## config.mk

```make
export PLATFORM = sky130hd
export DESIGN_NAME = rc4_keystream_generator
export DESIGN_NICKNAME = d
export VERILOG_FILES = /design/src/rtl/rc4_pkg.sv /design/src/rtl/rc4_ram.sv /design/src/rtl/rc4_engine.sv /design/src/rtl/rc4_keystream_generator.sv
export SDC_FILE = /design/constraint.sdc
export NUM_CORES = 2
export LEC_CHECK = 0
export ABC_AREA = 0
export BUFFER_PORTS_ARGS = -buffer_cell sky130_fd_sc_hd__buf_2
export CAP_MARGIN = 20
export CORE_MARGIN = 5
export CORE_UTILIZATION = 55
export CTS_CLUSTER_DIAMETER = 60
export DETAILED_ROUTE_END_ITERATION = 16
export PLACE_DENSITY = 0.74
export SLEW_MARGIN = 10
export SYNTH_ARGS = -nofsm -noshare
export SYNTH_HDL_FRONTEND = slang
export SYNTH_SLANG_ARGS = --single-unit
export TNS_END_PERCENT = 100
```

## constraint.sdc

```tcl
create_clock -name clk -period 10 [get_ports clk]
set_clock_uncertainty 0.1 [all_clocks]
set_input_delay 2 -clock clk [delete_from_list [all_inputs] [get_ports clk]]
set_output_delay 2 -clock clk [all_outputs]
set_load 0.02 [all_outputs]
```

## src/rtl/rc4_pkg.sv

```systemverilog
// ----------------------------------------------------------------------------
// RC4 keystream package
// Widths, sizes and register indexes shared by the keystream generator files.
// ----------------------------------------------------------------------------
package rc4_pkg;

  localparam int BYTE_W      = 8;
  localparam int TABLE_DEPTH = 256;
  localparam int TABLE_AW    = 8;

  localparam int CFG_IDX_W   = 2;
  localparam int CFG_DATA_W  = 64;
  localparam int KEY_LEN_W   = 4;

  typedef logic [CFG_IDX_W-1:0] cfg_idx_t;
  typedef logic [TABLE_AW-1:0]  tbl_addr_t;
  typedef logic [BYTE_W-1:0]    byte_t;

  localparam cfg_idx_t CFG_KEY_BYTES  = 2'd0;
  localparam cfg_idx_t CFG_KEY_LENGTH = 2'd1;

  localparam logic [KEY_LEN_W-1:0] KEY_LEN_RESET = 4'd5;

  // Write and read request towards the permutation table.
  typedef struct packed {
    logic      we;
    tbl_addr_t waddr;
    byte_t     wdata;
    tbl_addr_t raddr;
  } tbl_req_t;

endpackage

```

## src/rtl/rc4_ram.sv

```systemverilog
// ----------------------------------------------------------------------------
// Generic single-port-write RAM
// One write port and one read port; read data is registered and returns the
// contents held before a write to the same address in the same cycle.
// ----------------------------------------------------------------------------
module rc4_ram #(
  parameter int WIDTH = 8,
  parameter int DEPTH = 256
) (
  input  logic                     clk,
  input  logic                     we,
  input  logic [$clog2(DEPTH)-1:0] waddr,
  input  logic [WIDTH-1:0]         wdata,
  input  logic [$clog2(DEPTH)-1:0] raddr,
  output logic [WIDTH-1:0]         rdata
);

  logic [WIDTH-1:0] mem [DEPTH];
  logic [WIDTH-1:0] rdata_r;

  always_ff @(posedge clk) begin
    if (we) begin
      mem[waddr] <= wdata;
    end
    rdata_r <= mem[raddr];
  end

  assign rdata = rdata_r;

endmodule

```

## src/rtl/rc4_engine.sv

```systemverilog
// ----------------------------------------------------------------------------
// RC4 sequencer
// Drives the permutation table through the key schedule and the keystream
// steps and holds the result register.
// ----------------------------------------------------------------------------
module rc4_engine #(
  parameter int MAX_KEY_BYTES = 8,
  parameter int KW            = (MAX_KEY_BYTES > 1) ? $clog2(MAX_KEY_BYTES) : 1
) (
  input  logic                         clk,
  input  logic                         rst_n,
  input  logic [MAX_KEY_BYTES*8-1:0]   key_bytes,
  input  logic [KW-1:0]                key_last,
  input  logic                         in_valid,
  output logic                         in_ready,
  input  logic                         in_rekey,
  output logic                         out_valid,
  input  logic                         out_ready,
  output logic [rc4_pkg::BYTE_W-1:0]   out_keystream_byte
);

  typedef enum logic [3:0] {
    ST_IDLE,
    ST_INIT,
    ST_K_RD,
    ST_K_SUM,
    ST_K_WR_N,
    ST_K_WR_SUM,
    ST_G_RD_I,
    ST_G_SUM_J,
    ST_G_WR_I,
    ST_G_WR_J,
    ST_G_OUT,
    ST_FINISH
  } state_t;

  state_t              state_r, state_nxt;
  rc4_pkg::tbl_addr_t  cnt_r, cnt_nxt;
  rc4_pkg::tbl_addr_t  i_r, i_nxt;
  rc4_pkg::tbl_addr_t  j_r, j_nxt;
  logic [KW-1:0]       k_r, k_nxt;
  rc4_pkg::byte_t      si_r, si_nxt;
  rc4_pkg::byte_t      sj_r, sj_nxt;
  rc4_pkg::byte_t      res_r, res_nxt;
  rc4_pkg::byte_t      out_byte_r, out_byte_nxt;
  logic                out_valid_r, out_valid_nxt;
  logic                keyed_r, keyed_nxt;

  rc4_pkg::tbl_req_t   req;
  rc4_pkg::byte_t      rdata;
  rc4_pkg::byte_t      key_byte;
  rc4_pkg::tbl_addr_t  t_addr;
  rc4_pkg::byte_t      result;
  logic                out_free;

  rc4_ram #(
    .WIDTH (rc4_pkg::BYTE_W),
    .DEPTH (rc4_pkg::TABLE_DEPTH)
  ) u_table (
    .clk   (clk),
    .we    (req.we),
    .waddr (req.waddr),
    .wdata (req.wdata),
    .raddr (req.raddr),
    .rdata (rdata)
  );

  assign key_byte = key_bytes[k_r*8 +: 8];
  assign t_addr   = si_r + sj_r;
  // The j entry is written in the same cycle as the output read is issued,
  // so a hit on j is taken from the swap register instead of the table.
  assign result   = (t_addr == j_r) ? si_r : rdata;
  assign out_free = !out_valid_r || out_ready;

  always_comb begin
    state_nxt     = state_r;
    cnt_nxt       = cnt_r;
    i_nxt         = i_r;
    j_nxt         = j_r;
    k_nxt         = k_r;
    si_nxt        = si_r;
    sj_nxt        = sj_r;
    res_nxt       = res_r;
    out_byte_nxt  = out_byte_r;
    out_valid_nxt = out_valid_r;
    keyed_nxt     = keyed_r;
    req.we        = 1'b0;
    req.waddr     = cnt_r;
    req.wdata     = cnt_r;
    req.raddr     = cnt_r;

    if (out_valid_r && out_ready) begin
      out_valid_nxt = 1'b0;
    end

    case (state_r)
      ST_IDLE: begin
        if (in_valid) begin
          if (in_rekey || !keyed_r) begin
            cnt_nxt   = '0;
            state_nxt = ST_INIT;
          end else begin
            state_nxt = ST_G_RD_I;
          end
        end
      end
      ST_INIT: begin
        req.we    = 1'b1;
        req.waddr = cnt_r;
        req.wdata = cnt_r;
        cnt_nxt   = cnt_r + 1'b1;
        j_nxt     = '0;
        k_nxt     = '0;
        if (cnt_r == rc4_pkg::tbl_addr_t'(rc4_pkg::TABLE_DEPTH - 1)) begin
          state_nxt = ST_K_RD;
        end
      end
      ST_K_RD: begin
        req.raddr = cnt_r;
        state_nxt = ST_K_SUM;
      end
      ST_K_SUM: begin
        si_nxt    = rdata;
        j_nxt     = j_r + rdata + key_byte;
        req.raddr = j_nxt;
        k_nxt     = (k_r == key_last) ? '0 : k_r + 1'b1;
        state_nxt = ST_K_WR_N;
      end
      ST_K_WR_N: begin
        req.we    = 1'b1;
        req.waddr = cnt_r;
        req.wdata = rdata;
        state_nxt = ST_K_WR_SUM;
      end
      ST_K_WR_SUM: begin
        req.we    = 1'b1;
        req.waddr = j_r;
        req.wdata = si_r;
        cnt_nxt   = cnt_r + 1'b1;
        if (cnt_r == rc4_pkg::tbl_addr_t'(rc4_pkg::TABLE_DEPTH - 1)) begin
          i_nxt     = '0;
          j_nxt     = '0;
          keyed_nxt = 1'b1;
          state_nxt = ST_G_RD_I;
        end else begin
          state_nxt = ST_K_RD;
        end
      end
      ST_G_RD_I: begin
        i_nxt     = i_r + 1'b1;
        req.raddr = i_nxt;
        state_nxt = ST_G_SUM_J;
      end
      ST_G_SUM_J: begin
        si_nxt    = rdata;
        j_nxt     = j_r + rdata;
        req.raddr = j_nxt;
        state_nxt = ST_G_WR_I;
      end
      ST_G_WR_I: begin
        sj_nxt    = rdata;
        req.we    = 1'b1;
        req.waddr = i_r;
        req.wdata = rdata;
        state_nxt = ST_G_WR_J;
      end
      ST_G_WR_J: begin
        req.we    = 1'b1;
        req.waddr = j_r;
        req.wdata = si_r;
        req.raddr = t_addr;
        state_nxt = ST_G_OUT;
      end
      ST_G_OUT: begin
        if (out_free) begin
          out_byte_nxt  = result;
          out_valid_nxt = 1'b1;
          state_nxt     = ST_IDLE;
        end else begin
          res_nxt   = result;
          state_nxt = ST_FINISH;
        end
      end
      ST_FINISH: begin
        if (out_free) begin
          out_byte_nxt  = res_r;
          out_valid_nxt = 1'b1;
          state_nxt     = ST_IDLE;
        end
      end
      default: begin
        state_nxt = ST_IDLE;
      end
    endcase
  end

  always_ff @(posedge clk) begin
    if (!rst_n) begin
      state_r     <= ST_IDLE;
      out_valid_r <= 1'b0;
      keyed_r     <= 1'b0;
      i_r         <= '0;
      j_r         <= '0;
    end else begin
      state_r     <= state_nxt;
      out_valid_r <= out_valid_nxt;
      keyed_r     <= keyed_nxt;
      i_r         <= i_nxt;
      j_r         <= j_nxt;
    end
    cnt_r      <= cnt_nxt;
    k_r        <= k_nxt;
    si_r       <= si_nxt;
    sj_r       <= sj_nxt;
    res_r      <= res_nxt;
    out_byte_r <= out_byte_nxt;
  end

  assign in_ready           = (state_r == ST_IDLE);
  assign out_valid          = out_valid_r;
  assign out_keystream_byte = out_byte_r;

endmodule

```

## src/rtl/rc4_keystream_generator.sv

```systemverilog
// Per beat: the keystream steps, preceded by the fill of all 256 table
// entries and the key schedule when a rekey is asked or none is held.
// Each keystream byte takes three dependent table reads and two swap writes;
// a new beat is accepted only in idle, once the last byte is in the output register.
// Reset: synchronous, active low; indices cleared, no key schedule held, so
// the first beat after reset always runs the schedule.
// ----------------------------------------------------------------------------
// RC4 keystream generator
// Key registers on a write port of their own, and the RC4 sequencer.
// ----------------------------------------------------------------------------
module rc4_keystream_generator #(
  parameter int MAX_KEY_BYTES = 8
) (
  input  logic                           clk,
  input  logic                           rst_n,
  input  logic                           cfg_valid,
  output logic                           cfg_ready,
  input  logic [rc4_pkg::CFG_IDX_W-1:0]  cfg_index,
  input  logic [rc4_pkg::CFG_DATA_W-1:0] cfg_data,
  input  logic                           in_valid,
  output logic                           in_ready,
  input  logic                           in_rekey,
  output logic                           out_valid,
  input  logic                           out_ready,
  output logic [rc4_pkg::BYTE_W-1:0]     out_keystream_byte
);

  localparam int KEY_W = MAX_KEY_BYTES * 8;
  localparam int KW    = (MAX_KEY_BYTES > 1) ? $clog2(MAX_KEY_BYTES) : 1;

  logic [KEY_W-1:0]              key_r, key_nxt;
  logic [rc4_pkg::KEY_LEN_W-1:0] len_r, len_nxt;
  logic [KW-1:0]                 key_last;

  always_comb begin
    key_nxt = key_r;
    len_nxt = len_r;
    if (cfg_valid) begin
      case (cfg_index)
        rc4_pkg::CFG_KEY_BYTES:  key_nxt = cfg_data[KEY_W-1:0];
        rc4_pkg::CFG_KEY_LENGTH: len_nxt = cfg_data[rc4_pkg::KEY_LEN_W-1:0];
        default: ;
      endcase
    end
  end

  always_ff @(posedge clk) begin
    if (!rst_n) begin
      key_r <= '0;
      len_r <= rc4_pkg::KEY_LEN_RESET;
    end else begin
      key_r <= key_nxt;
      len_r <= len_nxt;
    end
  end

  // A zero length behaves as one byte; lengths above the key store saturate.
  always_comb begin
    if (len_r == '0) begin
      key_last = '0;
    end else if (32'(len_r) > MAX_KEY_BYTES) begin
      key_last = KW'(MAX_KEY_BYTES - 1);
    end else begin
      key_last = KW'(len_r - 1'b1);
    end
  end

  assign cfg_ready = 1'b1;

  rc4_engine #(
    .MAX_KEY_BYTES (MAX_KEY_BYTES),
    .KW            (KW)
  ) u_engine (
    .clk                (clk),
    .rst_n              (rst_n),
    .key_bytes          (key_r),
    .key_last           (key_last),
    .in_valid           (in_valid),
    .in_ready           (in_ready),
    .in_rekey           (in_rekey),
    .out_valid          (out_valid),
    .out_ready          (out_ready),
    .out_keystream_byte (out_keystream_byte)
  );

endmodule
```

==> summary.md <==
| Metric | Value |
|---|---|
| Syn_nets | `6790` |
| Pin count of the biggest net entering global routing | `212` |
| Overall die area | `170000 µm²` |
| Final Max Slew Viols | `0` |
| Crit start category | `flop` |
| Worst-margin pin slew | `1.24 ns` |
| Post-Route WL | `249 mm` |
| Max H-tree Level | `4` |
| Cts hold-fix bufs | `0` |
| Outcome | `complete, no violations` |
| FF+latch count, synth | `2189` |
| FP Rows | `147` |
| Seq/Total Area, Yosys | `0.725` |
| Tightest Hold Check Type | `reg -> reg` |
| Final hold vios | `0` |
| CTS Buf Count | `214` |
| Detailed router's first-iteration violation count | `9075` |
| Via density | `6.49` |
| Most frequent CP cell | `buf_4` |
| Initial Utilization | `0.555` |
| Worst EP arrival | `7.62 ns` |
| Register area | `64800 µm²` |
| Fin area | `98400 µm²` |
| DR DRC count | `0` |
| Final nets | `6722` |
| Placer Congestion | `0.922` |
| ANT nets after route | `0` |
| Cell Count, Final, Fillers Out | `8970` |
| Pwr per Cell Area | `227 nW/µm²` |
| Peak supply drop | `0.000184 V` |
| Crit-path max FO | `41` |
| Post-synth EDFFs | `2091` |
| CP Data Required Time | `10.61 ns` |
| Final worst-path cycle share | `0.701` |
| Max-cap viol count | `0` |
| Critical path's largest stage delay | `0.99 ns` |
| Worst skew pair latency | `0.88 ns` |
| Die H | `413 µm` |
| Worst path slowest cell | `nor3_1` |
| Fmax | `143 MHz` |
| Crit-path cells | `mux4_2 -> mux2_2 -> ha_1 -> inv_1 -> fa_1 -> nand2b_1 -> a32o_1 -> o31a_2 -> buf_4 -> nor2_4 -> buf_4 -> a32oi_1 -> o21ai_0 -> o22ai_1 -> nor3_1 -> o2bb2ai_1 -> a22oi_1` |
| Yosys warning count | `0` |
| CTS Sinks | `2189` |
| Avg Inst Size Synth | `13.3 µm²` |
| Setup Buffers After CTS | `0` |
| Placed cell count | `8562` |
| CTS tree | `yes` |
| Post-synthesis cell count | `6690` |
| Fin Setup TNS | `0 ns` |
| Congestion Overflow GR | `0` |
| Boundary pin count | `83` |
| Buf/Inv on CP | `3` |
| CTS Root Cell | `clkbuf_16` |
| Final setup vio count | `0` |
| Distinct cell type count after synthesis | `86` |
| Prevailing post-synth register cell | `edfxtp_1` |
| Vias in the first global route | `55311` |
| IO buf count | `81` |
| Critical path depth | `17` |
| CTS resizes | `0` |
| Synth async-reset ratio | `0` |
| Unrepaired setup endpoints after global routing | `false` |
| CP endpoint kind | `flop` |
| Fillers | `11811` |
| Post-Syn Area | `89300 µm²` |
| Max Buffers Root-to-Sink | `3` |
| Core area | `161000 µm²` |
| Tmin final | `7.01 ns` |
| Total GRT Usage | `0.287` |
| First drt pass iteration count | `8` |
| Multi-input gate area | `22500 µm²` |
| Worst-path clk slew | `0.06 ns` |
| Hold slack final | `0.353 ns` |
| Global-route wire length before repair | `363 mm` |
| Cells on worst reg2reg path | `17` |
| Antenna violations before repair | `9` |
| Ratio of cells with drive above 1 in the final layout | `0.0889` |
| Die W | `413 µm` |
| Crit path max-delay family | `compound AO/OA/AOI/OAI gates` |
| Design Power | `22.4 mW` |
| Hold path cells | `2` |
| CP Class | `reg -> reg` |
| P_leak | `32.6 nW` |
| Worst slew margin | `0.167` |
| Hpwl dp | `146 mm` |
| Drt wl/cell | `27.8 µm` |
| Dpl cell area | `91400 µm²` |
| DR vias | `58187` |
| Syn-to-layout area delta | `10.3%` |
[tightest hold or removal path: stages (launching register included)]
cell,delay (ns)
dfxtp_1,0.31
nand2_1,0.05
a21oi_1,0.05
[worst paths after layout]
| path | startpoint | to | slack (ns) |
|---|---|---|---|
| hold reg to reg | key_r[37]$_SDFFE_PN0P_ | key_r[37]$_SDFFE_PN0P_ | 0.35 |
| hold / removal | key_r[37]$_SDFFE_PN0P_ | key_r[37]$_SDFFE_PN0P_ | 0.35 |
| setup / recovery | u_engine.k_r[1]$_SDFFCE_PP0P_ | u_engine.u_table.rdata[0]$_DFF_P_ | 2.99 |
| setup reg to reg | u_engine.k_r[1]$_SDFFCE_PP0P_ | u_engine.u_table.rdata[0]$_DFF_P_ | 2.99 |
[report_power, final]
part	total [mW]	leakage (nW)	internal (mW)	switching [mW]
sequential	10.6	19.8	10.5	0.113
combinational	3.90	9.51	1.02	2.89
clock	7.91	3.36	4.41	3.50
total	22.4	32.6	15.9	6.50
[stage by stage]
step                setup WS [ns]  utilization
floorplan                  -0.196            -
global placement             2.92        0.568
detailed placement           2.88        0.568
CTS                          2.90        0.611
global route                 2.87        0.612
finish                       2.99        0.612
[cell usage in the layout, fill, tap and decap left out, drive strengths merged, types with 42 or more instances in the layout]
master and count:
a211oi 58, a21oi 429, a221oi 57, a311oi 42, a31oi 58, a32oi 198
and3 57, buf 186, clkbuf 264, clkinv 102, dfxtp 98, edfxtp 2091
inv 50, mux2i 202, nand2 1493, nand3 396, nor2 376, nor3 51
o21ai 111, o22ai 57
[state kept, by name, indices dropped and copies added (netlist names)]
| name | flops |
|---|---|
| u_engine.state_r | 4 |
| u_engine.cnt_r | 8 |
| u_engine.si_r | 8 |
| u_engine.out_keystream_byte | 8 |
| key_r | 64 |
| u_engine.i_r | 8 |
| u_engine.u_table.mem | 2048 |
| u_engine.keyed_r | 1 |
| u_engine.k_r | 3 |
| len_r | 4 |
| u_engine.u_table.rdata | 8 |
| u_engine.out_valid | 1 |
| u_engine.sj_r | 8 |
| u_engine.res_r | 8 |
| u_engine.j_r | 8 |
[Yosys cell counts (58+ instances only)]
| library cell | instances | share of area |
|---|---|---|
| mux2i_1 | 202 | 0.023 |
| o21ai_0 | 106 | 0.0059 |
| nand2_1 | 1493 | 0.063 |
| buf_2 | 177 | 0.0099 |
| dfxtp_1 | 98 | 0.022 |
| a31oi_1 | 58 | 0.0041 |
| edfxtp_1 | 2091 | 0.70 |
| a21oi_1 | 429 | 0.024 |
| a32oi_1 | 198 | 0.019 |
| clkbuf_1 | 202 | 0.0085 |
| nor2_1 | 374 | 0.016 |
| nand3_1 | 396 | 0.022 |
[kinds of logic (layout without fill, tap and decap cells)]
logic type	count (synthesis)	count (layout)	share of synthesized area
and+or+nand+nor	2474	2474	0.116
DFF	2189	2189	0.725
AOI/OAI and AO/OA	1184	1184	0.0893
buffers and inverters	511	623	0.0265
muxes	263	263	0.0348
xor gates and xnor gates	37	37	0.00363
adders and majority gates	31	31	0.00451
other	1	9	0.0000420
[area by class of cell]
class                      count  share of cell area
clock inverter               132              0.0128
sequential                  2189               0.658
antenna                        8            0.000203
clock buffer                 264              0.0572
tap                         2160              0.0275
timing repair buffer         186              0.0149
multi-input combinational   3990               0.228
inverter                      41             0.00156
[routing by layer]
layer  GRT usage  up-vias  wire [µm]
met1       0.393    28566      92400
met3      0.0834      642      32200
met5           0        -         29
met2       0.428     3961     112000
met4       0.134        4      12500
li1            -    25014          -
Power figures use the tool's default switching activity.
